$ cat src/pcmrs_pkg.sv
`timescale 1ns / 1ps
// Shared constants, types and register codes of the PCM linear resampler.
// Used by every module of the block; depends on nothing.
package pcmrs_pkg;

    localparam int COUNT_BITS  = 24;
    localparam int FRAC_BITS   = 8;
    localparam int POS_BITS    = COUNT_BITS + FRAC_BITS + 1;
    localparam int STEP_BITS   = 12;
    localparam int SAMPLE_BITS = 16;
    localparam int BYTE_BITS   = 8;

    // Steps below one eighth of a source sample are raised to that minimum.
    localparam logic [STEP_BITS-1:0] MIN_STEP = STEP_BITS'(1 << (FRAC_BITS - 3));
    localparam logic [STEP_BITS-1:0] STEP_RESET = STEP_BITS'(1 << FRAC_BITS);

    localparam int MAX_RESULTS = 16;
    localparam int NRES_BITS   = $clog2(MAX_RESULTS + 1);

    localparam int QUEUE_DEPTH = 2;
    localparam int QUEUE_AW    = $clog2(QUEUE_DEPTH);

    localparam int CFG_IDX_BITS  = 2;
    localparam int CFG_DATA_BITS = COUNT_BITS;

    typedef enum logic [CFG_IDX_BITS-1:0] {
        CFG_STEP_FIXED   = 2'd0,
        CFG_WIDE_INPUT   = 2'd1,
        CFG_OUTPUT_TOTAL = 2'd2
    } t_cfg_idx;

    typedef struct packed {
        logic [STEP_BITS-1:0]  step_fixed;
        logic                  wide_input;
        logic [COUNT_BITS-1:0] output_total;
    } t_cfg;

    // One queued source sample, already widened to signed 16 bits.
    typedef struct packed {
        logic signed [SAMPLE_BITS-1:0] sample;
        logic                          final_in;
    } t_item;

endpackage

$ cat src/pcmrs_in_if.sv
`timescale 1ns / 1ps
// Input channel of the PCM linear resampler: one source sample per beat.
// Depends on pcmrs_pkg for field widths.
interface pcmrs_in_if;
    logic                                  valid;
    logic                                  ready;
    logic [pcmrs_pkg::SAMPLE_BITS-1:0]     raw_sample;
    logic                                  final_input;

    modport source (output valid, output raw_sample, output final_input, input ready);
    modport sink   (input valid, input raw_sample, input final_input, output ready);
endinterface

$ cat src/pcmrs_out_if.sv
`timescale 1ns / 1ps
// Output channel of the PCM linear resampler: one interpolated sample per beat.
// Depends on pcmrs_pkg for field widths.
interface pcmrs_out_if;
    logic                                  valid;
    logic                                  ready;
    logic signed [pcmrs_pkg::SAMPLE_BITS-1:0] out_sample;
    logic                                  run_end;
    logic                                  sound_done;

    modport source (output valid, output out_sample, output run_end, output sound_done,
                    input ready);
    modport sink   (input valid, input out_sample, input run_end, input sound_done,
                    output ready);
endinterface

$ cat src/pcmrs_front.sv
`timescale 1ns / 1ps
// Front end: accepts source beats, widens 8-bit unsigned samples to signed 16
// and pushes them into the item queue. Depends on pcmrs_pkg and pcmrs_in_if.
module pcmrs_front (
    pcmrs_in_if.sink          i_in,
    input  logic              i_wide,
    input  logic              i_full,
    output logic              o_push,
    output pcmrs_pkg::t_item  o_item
);

    assign i_in.ready = !i_full;
    assign o_push     = i_in.valid && !i_full;

    // (byte - 128) << 8 is the byte with its top bit inverted, moved to the high half.
    always_comb begin
        if (i_wide) begin
            o_item.sample = $signed(i_in.raw_sample);
        end else begin
            o_item.sample = $signed({~i_in.raw_sample[pcmrs_pkg::BYTE_BITS-1],
                                     i_in.raw_sample[pcmrs_pkg::BYTE_BITS-2:0],
                                     {pcmrs_pkg::BYTE_BITS{1'b0}}});
        end
        o_item.final_in = i_in.final_input;
    end

endmodule

$ cat src/pcmrs_queue.sv
`timescale 1ns / 1ps
// Short item queue between the front end and the interpolation engine.
// Depends on pcmrs_pkg for the item type and depth.
module pcmrs_queue (
    input  logic              i_clk,
    input  logic              i_rst_n,
    input  logic              i_push,
    input  pcmrs_pkg::t_item  i_item,
    output logic              o_full,
    input  logic              i_pop,
    output logic              o_valid,
    output pcmrs_pkg::t_item  o_item
);

    localparam int CNT_BITS = $clog2(pcmrs_pkg::QUEUE_DEPTH + 1);

    pcmrs_pkg::t_item r_mem [pcmrs_pkg::QUEUE_DEPTH];
    logic [pcmrs_pkg::QUEUE_AW-1:0] r_wr_ptr, n_wr_ptr;
    logic [pcmrs_pkg::QUEUE_AW-1:0] r_rd_ptr, n_rd_ptr;
    logic [CNT_BITS-1:0]            r_count, n_count;
    logic                           do_pop;

    assign o_full  = (r_count == CNT_BITS'(pcmrs_pkg::QUEUE_DEPTH));
    assign o_valid = (r_count != '0);
    assign o_item  = r_mem[r_rd_ptr];
    assign do_pop  = i_pop && o_valid;

    function automatic logic [pcmrs_pkg::QUEUE_AW-1:0] f_next(
        input logic [pcmrs_pkg::QUEUE_AW-1:0] ptr
    );
        if (ptr == pcmrs_pkg::QUEUE_AW'(pcmrs_pkg::QUEUE_DEPTH - 1)) begin
            return '0;
        end
        return ptr + 1'b1;
    endfunction

    always_comb begin
        n_wr_ptr = i_push ? f_next(r_wr_ptr) : r_wr_ptr;
        n_rd_ptr = do_pop ? f_next(r_rd_ptr) : r_rd_ptr;
        n_count  = r_count;
        if (i_push && !do_pop) begin
            n_count = r_count + 1'b1;
        end else if (!i_push && do_pop) begin
            n_count = r_count - 1'b1;
        end
    end

    always_ff @(posedge i_clk) begin
        if (!i_rst_n) begin
            r_wr_ptr <= '0;
            r_rd_ptr <= '0;
            r_count  <= '0;
        end else begin
            r_wr_ptr <= n_wr_ptr;
            r_rd_ptr <= n_rd_ptr;
            r_count  <= n_count;
        end
    end

    always_ff @(posedge i_clk) begin
        if (i_push) begin
            r_mem[r_wr_ptr] <= i_item;
        end
    end

endmodule

$ cat src/pcmrs_engine.sv
`timescale 1ns / 1ps
// Interpolation engine: walks the read position across each queued sample, one result
// per cycle while the output register is free. Depends on pcmrs_pkg, pcmrs_out_if.
module pcmrs_engine (
    input  logic              i_clk,
    input  logic              i_rst_n,
    input  pcmrs_pkg::t_cfg   i_cfg,
    input  logic              i_q_valid,
    input  pcmrs_pkg::t_item  i_q_item,
    output logic              o_q_pop,
    pcmrs_out_if.source       o_out
);

    localparam int CB = pcmrs_pkg::COUNT_BITS;
    localparam int FB = pcmrs_pkg::FRAC_BITS;
    localparam int PB = pcmrs_pkg::POS_BITS;
    localparam int SB = pcmrs_pkg::SAMPLE_BITS;
    localparam int NB = pcmrs_pkg::NRES_BITS;
    localparam int DB = SB + 1;
    localparam int MB = DB + FB + 1;

    logic signed [SB-1:0] r_prev, n_prev;
    logic [PB-1:0]        r_pos, n_pos;
    logic [CB-1:0]        r_index, n_index;
    logic [CB-1:0]        r_made, n_made;
    logic [NB-1:0]        r_nres, n_nres;

    logic                 r_out_valid, n_out_valid;
    logic signed [SB-1:0] r_out_sample, n_out_sample;
    logic                 r_out_run_end, n_out_run_end;
    logic                 r_out_done, n_out_done;

    logic [pcmrs_pkg::STEP_BITS-1:0] step_eff;
    logic [CB-1:0]        pos_int, prev_k, new_int, new_made;
    logic [PB-1:0]        new_pos;
    logic [FB-1:0]        frac;
    logic                 cond_a, cond_b, want, out_free, emit, cont, finish;
    logic signed [SB-1:0] s0, s1, blend;
    logic signed [DB-1:0] diff;
    logic signed [MB-1:0] prod;
    logic signed [MB-1:0] shifted;

    assign out_free = !r_out_valid || o_out.ready;

    always_comb begin
        step_eff = (i_cfg.step_fixed < pcmrs_pkg::MIN_STEP) ? pcmrs_pkg::MIN_STEP
                                                             : i_cfg.step_fixed;
        pos_int  = r_pos[FB +: CB];
        frac     = r_pos[FB-1:0];
        prev_k   = r_index - 1'b1;
        new_pos  = r_pos + PB'(step_eff);
        new_int  = new_pos[FB +: CB];
        new_made = r_made + 1'b1;

        // Position in the interval ending at this sample, or past it on the last sample.
        cond_a = (r_index != '0) && (pos_int == prev_k);
        cond_b = i_q_item.final_in && (pos_int == r_index);
        want   = i_q_valid && (r_nres < NB'(pcmrs_pkg::MAX_RESULTS))
                 && (r_made < i_cfg.output_total) && (cond_a || cond_b);
        emit   = want && out_free;

        // Look ahead one step to tell whether this result closes the item.
        cont = ((r_nres + 1'b1) < NB'(pcmrs_pkg::MAX_RESULTS))
               && (new_made < i_cfg.output_total)
               && ((cond_a && (new_int == prev_k))
                   || (i_q_item.final_in && (new_int == r_index)));

        finish = (emit && !cont) || (i_q_valid && !want);

        s1      = i_q_item.sample;
        s0      = cond_a ? r_prev : i_q_item.sample;
        diff    = DB'(s1) - DB'(s0);
        prod    = MB'(diff) * $signed({1'b0, frac});
        shifted = prod >>> FB;
        blend   = s0 + shifted[SB-1:0];

        n_prev  = r_prev;
        n_pos   = r_pos;
        n_index = r_index;
        n_made  = r_made;
        n_nres  = r_nres;

        n_out_valid   = r_out_valid && !o_out.ready;
        n_out_sample  = r_out_sample;
        n_out_run_end = r_out_run_end;
        n_out_done    = r_out_done;

        if (emit) begin
            n_pos         = new_pos;
            n_made        = new_made;
            n_nres        = r_nres + 1'b1;
            n_out_valid   = 1'b1;
            n_out_sample  = blend;
            n_out_run_end = !cont;
            n_out_done    = (new_made == i_cfg.output_total);
        end

        if (finish) begin
            n_nres = '0;
            if (i_q_item.final_in) begin
                n_prev  = '0;
                n_pos   = '0;
                n_index = '0;
                n_made  = '0;
            end else begin
                n_prev  = i_q_item.sample;
                n_index = r_index + 1'b1;
            end
        end
    end

    assign o_q_pop = finish;

    always_ff @(posedge i_clk) begin
        if (!i_rst_n) begin
            r_prev      <= '0;
            r_pos       <= '0;
            r_index     <= '0;
            r_made      <= '0;
            r_nres      <= '0;
            r_out_valid <= 1'b0;
        end else begin
            r_prev      <= n_prev;
            r_pos       <= n_pos;
            r_index     <= n_index;
            r_made      <= n_made;
            r_nres      <= n_nres;
            r_out_valid <= n_out_valid;
        end
    end

    always_ff @(posedge i_clk) begin
        r_out_sample  <= n_out_sample;
        r_out_run_end <= n_out_run_end;
        r_out_done    <= n_out_done;
    end

    assign o_out.valid      = r_out_valid;
    assign o_out.out_sample = r_out_sample;
    assign o_out.run_end    = r_out_run_end;
    assign o_out.sound_done = r_out_done;

endmodule

$ cat src/pcm_linear_resampler_unit.sv
`timescale 1ns / 1ps
// Top level of the PCM linear resampler: configuration registers, front end,
// item queue and interpolation engine. Depends on pcmrs_pkg and both channel interfaces.
//
// Each source beat is widened to signed 16 bits and queued; the engine then produces
// one interpolated sample per cycle, while the output register is free, for every
// output position that falls between the previous and the current source sample (at
// most sixteen per beat); a beat that yields no result is popped without output. The
// two-entry queue and the output register let input beats arrive while results are
// still being taken. The engine's one-result-per-cycle loop sets the rate. Configuration
// must be written only while the block is idle; the block itself does not enforce this.
module pcm_linear_resampler_unit (
    input  logic                                     i_clk,
    input  logic                                     i_rst_n,
    input  logic                                     i_cfg_we,
    input  logic [pcmrs_pkg::CFG_IDX_BITS-1:0]       i_cfg_index,
    input  logic [pcmrs_pkg::CFG_DATA_BITS-1:0]      i_cfg_data,
    pcmrs_in_if.sink                                 i_in,
    pcmrs_out_if.source                              o_out
);

    pcmrs_pkg::t_cfg  r_cfg, n_cfg;
    pcmrs_pkg::t_item front_item, q_item;
    logic             push, full, pop, q_valid;

    always_comb begin
        n_cfg = r_cfg;
        if (i_cfg_we) begin
            case (pcmrs_pkg::t_cfg_idx'(i_cfg_index))
                pcmrs_pkg::CFG_STEP_FIXED: begin
                    n_cfg.step_fixed = i_cfg_data[pcmrs_pkg::STEP_BITS-1:0];
                end
                pcmrs_pkg::CFG_WIDE_INPUT: begin
                    n_cfg.wide_input = i_cfg_data[0];
                end
                pcmrs_pkg::CFG_OUTPUT_TOTAL: begin
                    n_cfg.output_total = i_cfg_data[pcmrs_pkg::COUNT_BITS-1:0];
                end
                default: begin
                    n_cfg = r_cfg;
                end
            endcase
        end
    end

    always_ff @(posedge i_clk) begin
        if (!i_rst_n) begin
            r_cfg.step_fixed   <= pcmrs_pkg::STEP_RESET;
            r_cfg.wide_input   <= 1'b0;
            r_cfg.output_total <= '0;
        end else begin
            r_cfg <= n_cfg;
        end
    end

    pcmrs_front u_front (
        .i_in   (i_in),
        .i_wide (r_cfg.wide_input),
        .i_full (full),
        .o_push (push),
        .o_item (front_item)
    );

    pcmrs_queue u_queue (
        .i_clk   (i_clk),
        .i_rst_n (i_rst_n),
        .i_push  (push),
        .i_item  (front_item),
        .o_full  (full),
        .i_pop   (pop),
        .o_valid (q_valid),
        .o_item  (q_item)
    );

    pcmrs_engine u_engine (
        .i_clk     (i_clk),
        .i_rst_n   (i_rst_n),
        .i_cfg     (r_cfg),
        .i_q_valid (q_valid),
        .i_q_item  (q_item),
        .o_q_pop   (pop),
        .o_out     (o_out)
    );

endmodule

$ cat src/flat_wrapper.sv
// flat-port wrapper written by rule: the top's interface ports become plain ports
module pcm_linear_resampler_unit_flat 
  (i_clk, i_rst_n, i_cfg_we, i_cfg_index, i_cfg_data, i_in_valid, i_in_raw_sample, i_in_final_input, i_in_ready, o_out_valid, o_out_out_sample, o_out_run_end, o_out_sound_done, o_out_ready);
  pcmrs_in_if i_in_i ();
  pcmrs_out_if o_out_i ();
  input  logic i_clk;
  input  logic i_rst_n;
  input  logic i_cfg_we;
  input  logic [pcmrs_pkg::CFG_IDX_BITS-1:0] i_cfg_index;
  input  logic [pcmrs_pkg::CFG_DATA_BITS-1:0] i_cfg_data;
  input wire logic [$bits(i_in_i.valid)-1:0] i_in_valid;
  input wire logic [$bits(i_in_i.raw_sample)-1:0] i_in_raw_sample;
  input wire logic [$bits(i_in_i.final_input)-1:0] i_in_final_input;
  output wire logic [$bits(i_in_i.ready)-1:0] i_in_ready;
  output wire logic [$bits(o_out_i.valid)-1:0] o_out_valid;
  output wire logic [$bits(o_out_i.out_sample)-1:0] o_out_out_sample;
  output wire logic [$bits(o_out_i.run_end)-1:0] o_out_run_end;
  output wire logic [$bits(o_out_i.sound_done)-1:0] o_out_sound_done;
  input wire logic [$bits(o_out_i.ready)-1:0] o_out_ready;
  assign i_in_i.valid = i_in_valid;
  assign i_in_i.raw_sample = i_in_raw_sample;
  assign i_in_i.final_input = i_in_final_input;
  assign i_in_ready = i_in_i.ready;
  assign o_out_valid = o_out_i.valid;
  assign o_out_out_sample = o_out_i.out_sample;
  assign o_out_run_end = o_out_i.run_end;
  assign o_out_sound_done = o_out_i.sound_done;
  assign o_out_i.ready = o_out_ready;
  pcm_linear_resampler_unit u_core (.i_clk(i_clk), .i_rst_n(i_rst_n), .i_cfg_we(i_cfg_we), .i_cfg_index(i_cfg_index), .i_cfg_data(i_cfg_data), .i_in(i_in_i), .o_out(o_out_i));
endmodule
$ cat config.mk
export PLATFORM = sky130hd
export DESIGN_NAME = pcm_linear_resampler_unit_flat
export DESIGN_NICKNAME = d
export VERILOG_FILES = /design/src/pcmrs_pkg.sv /design/src/pcmrs_in_if.sv /design/src/pcmrs_out_if.sv /design/src/pcmrs_front.sv /design/src/pcmrs_queue.sv /design/src/pcmrs_engine.sv /design/src/pcm_linear_resampler_unit.sv /design/src/flat_wrapper.sv
export SDC_FILE = /design/constraint.sdc
export NUM_CORES = 1
export LEC_CHECK = 0
export BUFFER_PORTS_ARGS = -buffer_cell sky130_fd_sc_hd__clkbuf_2
export CORE_AREA = 2 2 196 198
export CTS_CLUSTER_SIZE = 25
export DETAILED_ROUTE_END_ITERATION = 12
export DIE_AREA = 0 0 198 200
export PLACE_DENSITY = 0.69
export SYNTH_ARGS = -nofsm -noshare
export SYNTH_HDL_FRONTEND = slang
export SYNTH_SLANG_ARGS = --single-unit
$ cat constraint.sdc
create_clock -name i_clk -period 10.9 [get_ports i_clk]
set_clock_uncertainty 0.05 [all_clocks]
set_input_delay 1.09 -clock i_clk [delete_from_list [all_inputs] [get_ports i_clk]]
set_output_delay 1.09 -clock i_clk [all_outputs]
set_load 0.005 [all_outputs]
* Yosys cells after proc, flatten, opt, wreduce, memory -nomap -nowiden *
Memories as Yosys holds them, arrays and structs flattened. A register that Yosys moved wholly into a read port is not among the register bits.
Cells that the tools add are included.

storage, ports and cells
  output and inout port bits = 20
  memories = 1
  memory bits (writable) = 34
  word-level logic and storage cells = 103
  input bits = 48
  flip-flop bits (word level) = 162

memories
  name                  words  bits a word  read ports  clocked after Yosys merged registers in  wr ports  line               source
  u_core.u_queue.r_mem  2      17           1           1                                        1         pcmrs_queue.sv:17  pcmrs_pkg::t_item r_mem [pcmrs_pkg::QUEUE_DEPTH];

operators by class
  eq/ne operators = 8
  bitwise operators = 2
  add/sub/neg operators = 11
  multiply operators = 1
  reduce and logical (&&, ||, !) cells = 36
  order comparisons = 5
  multiplexer cells = 24

operators with widths
  cell                                                 count
  equality test 24 bit                                 5
  two-way mux 33 bit                                   3
  two-way mux 24 bit                                   4
  adder 24 x 1 -> 24 bit, second input constant        2
  < comparator 24 bit                                  2
  two-way mux 16 bit                                   3
  adder 33 x 12 -> 33 bit                              1
  multiplier 17 x 9 -> 24 bit                          1
  nonzero test 24 bit                                  1
  subtractor 24 x 1 -> 24 bit, second input constant   1
  logical AND 1 bit                                    17
  subtractor 16 x 16 -> 17 bit                         1
  adder 16 bit                                         1
  < comparator 12 x 6 -> 1 bit, second input constant  1
  two-way mux 12 bit                                   1
  two-way mux 1 bit                                    11
  < comparator 5 bit, second input constant            2
  logical NOT 1 bit                                    7
  AND reduction 2 bit                                  3
  adder 5 x 1 -> 5 bit, second input constant          1
  equality test 2 bit, second input constant           2
  logical OR 1 bit                                     4
  two-way mux 2 bit                                    2
  nonzero test 2 bit                                   2
  7 further kinds                                      9

* Logic depth before layout (Yosys ltp) *
Gate-level depths: netlist (run 1).

  word-level depth = 14
  depth in mapped cells = 50
  mapped depth without buffers = 46

* Cells and area by module *
From an unflattened synthesis (run 1), not the netlist that was laid out.

unflattened totals
  cells, all modules = 2204
  area total of the unflattened synthesis = 18793.0 µm²

by module, submodules not included
  module                     area each (µm²)  cells each  instances
  pcmrs_engine               15703.8          1957        1
  pcmrs_queue                1445.1           75          1
  pcm_linear_resampler_unit  1440.1           150         1
  pcmrs_front                203.9            22          1

* Worst setup path after synthesis (run 1) *
Ideal clock, no wire load.

  path type = register to register
  start = register u_core.u_engine.r_index[0]
  end = register u_core.u_engine.r_out_sample[15], in the netlist u_core.u_engine.o_out.out_sample[15], data pin
  library setup time = 0.260 ns
  setup slack = 0.212 ns
  data required time = 10.590 ns
  arrival = 10.378 ns
  path buffers = 3
  stages on the path, launching flop included = 49
  path through = dfxtp_1 > clkbuf_1 > inv_1 > ha_1 > nor3b_1 > nand3_1 > mux2i_1 > a2111oi_0 > nand2_1 > or4b_1 > clkbuf_1 > clkbuf_1 > nor2_1 > a21oi_1 > ha_1 > fa_1 > nand2b_1 > a21boi_0 > [13 not listed] > fa_1 > inv_1 > ha_1 > a21o_1 > a21oi_1 > nand2_1 > o31ai_1 > nor3b_1 > o21ai_0 > a21boi_0 > o21a_1 > nor2_1 > xnor2_1 > ha_1 > a21oi_1 > o21ai_0 > xnor2_1 > xnor2_1

between the ends
  longest elaborated chain between the ends = 7
  elaborated cells on any way between the ends = 8
  classes of those cells = 3 x add/sub; 1 x mul; 1 x eq/ne; 1 x mux; 2 x reduce/logical

ends and longest elaborated chain
  element                              line                 source
  from (decl)                          pcmrs_engine.sv:24   logic [CB-1:0] r_index, n_index;
  from (signal assigned)               pcmrs_engine.sv:125  r_index <= n_index;
  subtractor 24 x 1 -> 24 bit          pcmrs_engine.sv:50   prev_k = r_index - 1'b1;
  equality test 24 bit                 pcmrs_engine.sv:56   cond_a = (r_index != '0) && (pos_int == prev_k);
  logical AND 1 bit *                  pcmrs_engine.sv:56
  two-way mux 16 bit *                 pcmrs_engine.sv:71   s0 = cond_a ? r_prev : i_q_item.sample;
  subtractor 16 x 16 -> 17 bit         pcmrs_engine.sv:72   diff = DB'(s1) - DB'(s0);
  multiplier 17 x 9 -> 24 bit          pcmrs_engine.sv:73   prod = MB'(diff) * $signed({1'b0, frac});
  adder 16 bit *                       pcmrs_engine.sv:75   blend = s0 + shifted[SB-1:0];
  named net u_core.u_engine.blend[15]  pcmrs_engine.sv:38   logic signed [SB-1:0] s0, s1, blend;
  to (signal assigned)                 pcmrs_engine.sv:133  r_out_sample <= n_out_sample;
  to (decl)                            pcmrs_engine.sv:29   logic signed [SB-1:0] r_out_sample, n_out_sample;

Mark *: on every way through the listed nets, which the timed path passes. The rest lies on a longest branch.
A chain may end at the register's enable or synchronous reset.

* Final worst setup path (run 1) *
  start = register u_core.u_engine.r_index[18]
  end = register u_core.u_engine.r_out_sample[15], in the netlist u_core.u_engine.o_out.out_sample[15], data pin

Same word-level chain as after synthesis.

==> impl_metrics.yaml, run 1 <==
outcome:
  status: "finished, final reports clean"
power_and_ir_drop:
  irDropWorstVdd_v: 0.0001345
  pwr-share-comb: 0.529
  clkPwrFrac: 0.203
  power_switching_uw: 1464
  power_leakage_uw: 0.008960
  p_sw_frac: 0.4440
  p_int_uw: 1833
  pwr_density_cell_nw_per_um2: 161.2
  pwr-share-seq: 0.268
floorplanning:
  die_h_um: 200
  start_util: 0.4961
  dieArea_um2: 39600
  rows: 71
  coreArea_um2: 37400
  io-pin-count: 68
  die_x_um: 198
detailed_routing:
  wirelength_mm: 48.26
  drtPass1Iterations: 8
  wl_per_cell_um: 17.16
  vias_per_cell: 5.705
  drt_iter0_drc: 1166
  dr_wl_met2_mm: 23.47
  met1_length_mm: 20.80
  route.detailed.drc: 0
  met3_length_mm: 2.509
  antenna_left: 0
  top_layer_used: "met4"
  vias: 16040
placed_design:
  place.gp.congestion: 1.014
  port_buffers: 67
  place_hpwl_mm: 37.13
  dpl.cell_count: 2766
  dp_slack_ns: -0.2044
hold_path:
  hold_class: "reg -> reg"
timing:
  hold_viol: 0
  fmax_mhz: 96.26
  slew_headroom: 0.1520
  post-route-period-util: 0.9530
  worst_slack_ns: 0.5120
  setup_viol: 0
  tightestPinTransition_ns: 1.271
  report.final.slew_viol_count: 0
  fin_crit_ns: 10.39
worst_setup_path:
  cp.buffers_inverters: 5
  crit_path_max_incr_delay_ns: 0.54
  start_kind: "flip-flop"
  critPathSlowestCell: "or4_4"
  path_class: "reg -> reg"
  worst-endpoint-arrival_ns: 10.57
  crit_path_max_fanout: 21
  critical_path_required_ns: 11.08
  cpMostUsedCell: "fa_1"
  path_delay_family: "adder cells"
  critPathCaptureType: "flip-flop"
synth:
  ys_seq_elements: 196
  synth_top_flop_cell: "dfxtp_1"
  syn-mean-instance-area_um2: 8.269
  seq_area_frac_synth: 0.2395
  synth_nets: 2536
  yosysUniqueCellTypes: 93
  synthCells: 2244
  synth_edf_count: 52
  synth-async-reset-ratio: 0
  synth_area_um2: 18560
  yosysWarnings: 0
clocking:
  clock_latency_ns: 0.47
  cts_tree: "done"
  cts.htree.levels: 4
  cts.sinks: 196
  cts_buffers: 17
  cts_root_buffer: "clkbuf_16"
  clock_path_buffers: 2
  path_clk_slew_ns: 0.08
  postCtsHoldBufs: 0
finish:
  drive_above_1_share: 0.1173
  finalNonFillerCells: 2812
  fill_cells: 3514
  area_delta_synth_final_pct: 10.22
  final_nets: 2580
  diodes: 0
  utilization: 0.5468
run:
  drv_cap: 0
global_route:
  grt_max_degree: 58
  grt_pass1_wl_mm: 80.21
  grt-ovfl-total: 0
  grt_use_total: 0.2535
  antenna_found_initial: 0
  grt_pass1_vias: 15890
==> path summary, 6_finish.rpt <==
path,startpoint,endpoint,slack [ns],cells past startpoint
max,u_core.u_engine.r_index[18]$_SDFFE_PN0N_,u_core.u_engine.o_out.out_sample[15]$_DFFE_PP_,0.51,45
min,u_core.r_cfg[20]$_SDFFE_PN0P_,u_core.r_cfg[20]$_SDFFE_PN0P_,0.41,2
max reg2reg,u_core.u_engine.r_index[18]$_SDFFE_PN0N_,u_core.u_engine.o_out.out_sample[15]$_DFFE_PP_,0.51,45
min reg2reg,u_core.r_cfg[20]$_SDFFE_PN0P_,u_core.r_cfg[20]$_SDFFE_PN0P_,0.41,2
==> cells in the mapped netlist (all sizes together), types with 38 or more instances <==
master  number  area share
nand2      283       0.058
ha         139       0.094
xor2        56       0.026
nand3       89       0.025
mux2i       38       0.020
o21ai       50       0.014
inv        219       0.044
dfxtp      144        0.16
edfxtp      52       0.084
nor3        71       0.019
a21oi       92       0.025
nor2       172       0.035
fa         105        0.11
clkbuf      98       0.020
xnor2      120       0.057
and2        63       0.021
==> logic make-up after synthesis <==
logic type / after synthesis / share of synthesized area
flops: 196 / 0.2395
mux: 60 / 0.03385
simple gates: 864 / 0.2261
xor+xnor: 180 / 0.08793
compound gates: 357 / 0.1325
fa+ha+maj: 244 / 0.2070
buf+inv: 343 / 0.07309
==> power by group through the flow <==
stage | Clock [uW] | Sequential, uW | Combinational [uW]
detailed placement | 0 | 901 | 1620
CTS | 680 | 885 | 1640
global placement | 0 | 898 | 1600
finish | 670 | 885 | 1740
global route | 707 | 895 | 1910
floorplan | 0 | 884 | 1090
==> final cells by class <==
class | count | area [um2] | area share
multi-input combinational | 1705 | 12960 | 0.6336
sequential | 196 | 4444 | 0.2173
timing repair buffer | 149 | 958.4 | 0.04686
inverter | 219 | 824.5 | 0.04032
tap | 511 | 639.4 | 0.03126
clock buffer | 17 | 425.4 | 0.02080
clock inverter | 15 | 201.4 | 0.009850
==> repair_timing <==
item / 4_1_cts / 5_1_grt
buffers inserted: 0 / 14
endpoints found under the setup margin: 2 / 8
pin swaps: 0 / 15
resized for setup: 7 / 43
==> through the flow <==
step	power, uW	hold WS [ns]	setup TNS [ns]	area [um2]
3_3_place_gp	2494	0.3908	-0.008289	19530
5_1_grt	3508	0.4306	-0.04224	20450
3_5_place_dp	2519	0.3973	-0.2044	19530
2_1_floorplan	1977	0.3817	0	18560
6_report	3298	0.4056	0	20450
4_1_cts	3204	0.4088	0	20190
==> routing by layer <==
| layer | vias up | global-route usage |
|---|---|---|
| met5 | - | 0 |
| met4 | 0 | 0.09997 |
| met3 | 94 | 0.03965 |
| met2 | 444 | 0.4437 |
| met1 | 7755 | 0.3142 |
| li1 | 7749 | - |
==> flip-flops by register name, indices dropped and copies added (netlist names), 2 cells and up, named ones only <==
| register | count |
|---|---|
| u_core.u_engine.o_out.out_sample | 16 |
| u_core.u_queue.r_mem | 34 |
| u_core.u_queue.r_count | 2 |
| u_core.u_engine.r_made | 24 |
| u_core.u_engine.r_prev | 16 |
| u_core.u_engine.r_pos | 32 |
| u_core.u_engine.r_index | 24 |
| u_core.r_cfg | 37 |
| u_core.u_engine.r_nres | 5 |
==> worst register-to-register path: cells and delay by family (launching register included) <==
family                     cells  cell delay (ns)
AOI/OAI and AO/OA             16             2.82
xor gates and xnor gates       3             0.43
adders and majority gates      8             3.24
buffers and inverters          5             0.50
DFF                            1             0.33
and+or+nand+nor               13             2.77
==> cell usage in the layout (no fill, tap or decap), types with 70 or more instances in the layout <==
cell type / netlist / final
nand3_1: 88 / 87
nor2_1: 172 / 169
nor3_1: 71 / 70
a21oi_1: 91 / 88
fa_1: 105 / 105
ha_1: 139 / 138
buf_4: 5 / 81
dfxtp_1: 144 / 144
inv_1: 218 / 218
xnor2_1: 120 / 116
nand2_1: 280 / 279
(Power assumes the default switching activity.)
==> run 2: changes to the inputs <==
--- a/config.mk
+++ b/config.mk
@@ -11,6 +11,7 @@
 export DETAILED_ROUTE_END_ITERATION = 12
 export DIE_AREA = 0 0 198 200
 export PLACE_DENSITY = 0.69
+export RECOVER_POWER = 100
 export SYNTH_ARGS = -nofsm -noshare
 export SYNTH_HDL_FRONTEND = slang
 export SYNTH_SLANG_ARGS = --single-unit
==> constraint.sdc (replaced) <==
create_clock -name i_clk -period 10.9 [get_ports i_clk]
set_clock_uncertainty 0.05 [all_clocks]
set_input_delay 1.09 -clock i_clk [delete_from_list [all_inputs] [get_ports i_clk]]
set_output_delay 1.09 -clock i_clk [all_outputs]
set_load 0.1 [all_outputs]
==> impl_metrics.yaml, run 2 (synthesis results as in run 1) <==
outcome:
  status: "finished, violations left"
  violations: "max-capacitance violations, max-slew violations"
worst_setup_path:
  cp.buffers_inverters: 5
  worst-endpoint-arrival_ns: 10.57
  path_delay_family: "adder cells"
  critical_path_required_ns: 11.08
  crit_path_max_fanout: 21
  cpMostUsedCell: "fa_1"
  critPathCaptureType: "flip-flop"
  critPathSlowestCell: "or4_4"
  crit_path_max_incr_delay_ns: 0.56
  start_kind: "flip-flop"
  path_class: "reg -> reg"
placed_design:
  place_hpwl_mm: 37.13
  place.gp.congestion: 1.014
  dpl.cell_count: 2766
  port_buffers: 67
clocking:
  path_clk_slew_ns: 0.08
  clock_latency_ns: 0.47
  cts.sinks: 196
  postCtsHoldBufs: 0
  cts_root_buffer: "clkbuf_16"
  cts.htree.levels: 4
  cts_buffers: 17
  cts_tree: "done"
  clock_path_buffers: 2
timing:
  post-route-period-util: 0.9534
  report.final.slew_viol_count: 196
  tightestPinTransition_ns: 2.806
  fmax_mhz: 96.23
  hold_viol: 0
  tns_ns: 0
  fin_crit_ns: 10.39
  setup_viol: 0
  slew_headroom: -0.8709
detailed_routing:
  drtPass1Iterations: 5
  vias_per_cell: 5.698
  wl_per_cell_um: 17.18
  antenna_left: 0
  route.detailed.drc: 0
  wirelength_mm: 48.32
  vias: 16030
  drt_iter0_drc: 1140
power_and_ir_drop:
  finalPower_uw: 3423
  pwr-share-seq: 0.259
  p_sw_frac: 0.4672
  pwr_density_cell_nw_per_um2: 168.2
  irDropWorstVdd_v: 0.0001340
  clkPwrFrac: 0.195
  p_int_uw: 1824
  power_switching_uw: 1599
  power_leakage_uw: 0.008858
  pwr-share-comb: 0.546
floorplanning:
  dieArea_um2: 39600
  io-pin-count: 68
  start_util: 0.4961
  die_h_um: 200
  rows: 71
  die_x_um: 198
  coreArea_um2: 37400
finish:
  finalNonFillerCells: 2813
  largest_register: "u_core.r_cfg"
  drive_above_1_share: 0.09996
  top_regs: "u_core.r_cfg (37), u_core.u_queue.r_mem (34), u_core.u_engine.r_pos (32)"
  final_common_cell: "nand2_1"
  area_delta_synth_final_pct: 9.669
  layout_common_cells: "nand2_1, inv_1, nor2_1, dfxtp_1, ha_1"
  largest_reg_flops: 37
  final_nets: 2580
global_route:
  grt_pass1_wl_mm: 80.21
  grt-ovfl-total: 0
  grt_pass1_vias: 15890
  antenna_found_initial: 0
  grt_use_total: 0.2535
  grt_max_degree: 58
run:
  drv_cap: 5
hold_path:
  hold_class: "reg -> reg"
==> run 2: changes by cell type in the layout (fill, tap and decap cells not counted), sizes merged <==
| cell | change |
|---|---|
| diode | +1 |
| clkinvlp | +1 |
| inv | -1 |
| clkbuf | +4 |
| buf | -4 |
==> run 2: final timing paths <==
check	depth (start not counted)	end	start	slack [ns]
worst min-delay path	2	u_core.r_cfg[20]$_SDFFE_PN0P_	u_core.r_cfg[20]$_SDFFE_PN0P_	0.41
worst min register to register	2	u_core.r_cfg[20]$_SDFFE_PN0P_	u_core.r_cfg[20]$_SDFFE_PN0P_	0.41
worst max-delay path	45	u_core.u_engine.o_out.out_sample[15]$_DFFE_PP_	u_core.u_engine.r_index[17]$_SDFFE_PN0N_	0.51
worst max register to register	45	u_core.u_engine.o_out.out_sample[15]$_DFFE_PP_	u_core.u_engine.r_index[17]$_SDFFE_PN0N_	0.51
==> run 2: layout make-up <==
type / instances / area, um2
clock buffers: 17 / 425.4
flip-flops and latches: 196 / 4444
diodes: 1 / 2.502
well taps: 511 / 639.4
repair buffers: 149 / 915.9
fillers: 3531 / 17050
clock inverters: 15 / 201.4
inverters: 219 / 823.3
multi-input cells: 1705 / 12900
==> run 2: power groups by stage <==
| stage | sequential (uW) | clock [uW] | combinational [uW] |
|---|---|---|---|
| finish | 886 | 669 | 1870 |
| global route | 896 | 707 | 2030 |
| CTS | 885 | 680 | 1790 |
| detailed placement | 901 | 0 | 1760 |
| global placement | 898 | 0 | 1740 |
| floorplan | 1020 | 0 | 1100 |
==> run 2: timing repair <==
action | CTS | global route
endpoints found under the setup margin | 2 | 8
resized for setup | 7 | 43
pin swaps | 0 | 15
buffers inserted | 0 | 14
==> run 2: worst reg2reg max path: cells and delay by family, from the launching register on <==
family / cells / cell delay (ns)
adder cells (fa/ha/maj): 8 / 3.24
AO/OA/AOI/OAI: 16 / 2.82
AND/OR/NAND/NOR: 13 / 2.78
buffers and inverters: 5 / 0.49
XOR/XNOR: 3 / 0.43
flip-flops: 1 / 0.32
==> run 2: per-layer routing <==
| metal | vias up | global-route usage | part of all wire |
|---|---|---|---|
| met5 | - | 0 | 0 |
| met4 | 0 | 0.09997 | 0.031 |
| met3 | 94 | 0.03965 | 0.048 |
| met2 | 425 | 0.4437 | 0.49 |
| met1 | 7758 | 0.3142 | 0.44 |
| li1 | 7751 | - | - |
==> run 2: per-stage QoR <==
step,worst slack (ns),hold WS [ns],util,cell area [um2]
2_1_floorplan,0.2119,0.3817,-,18560
3_3_place_gp,-0.008289,0.3908,0.5221,19530
3_5_place_dp,-0.2044,0.3973,0.5221,19530
4_1_cts,0.01038,0.4088,0.5400,20190
5_1_grt,-0.04224,0.4306,0.5440,20350
6_report,0.5080,0.4056,0.5441,20350
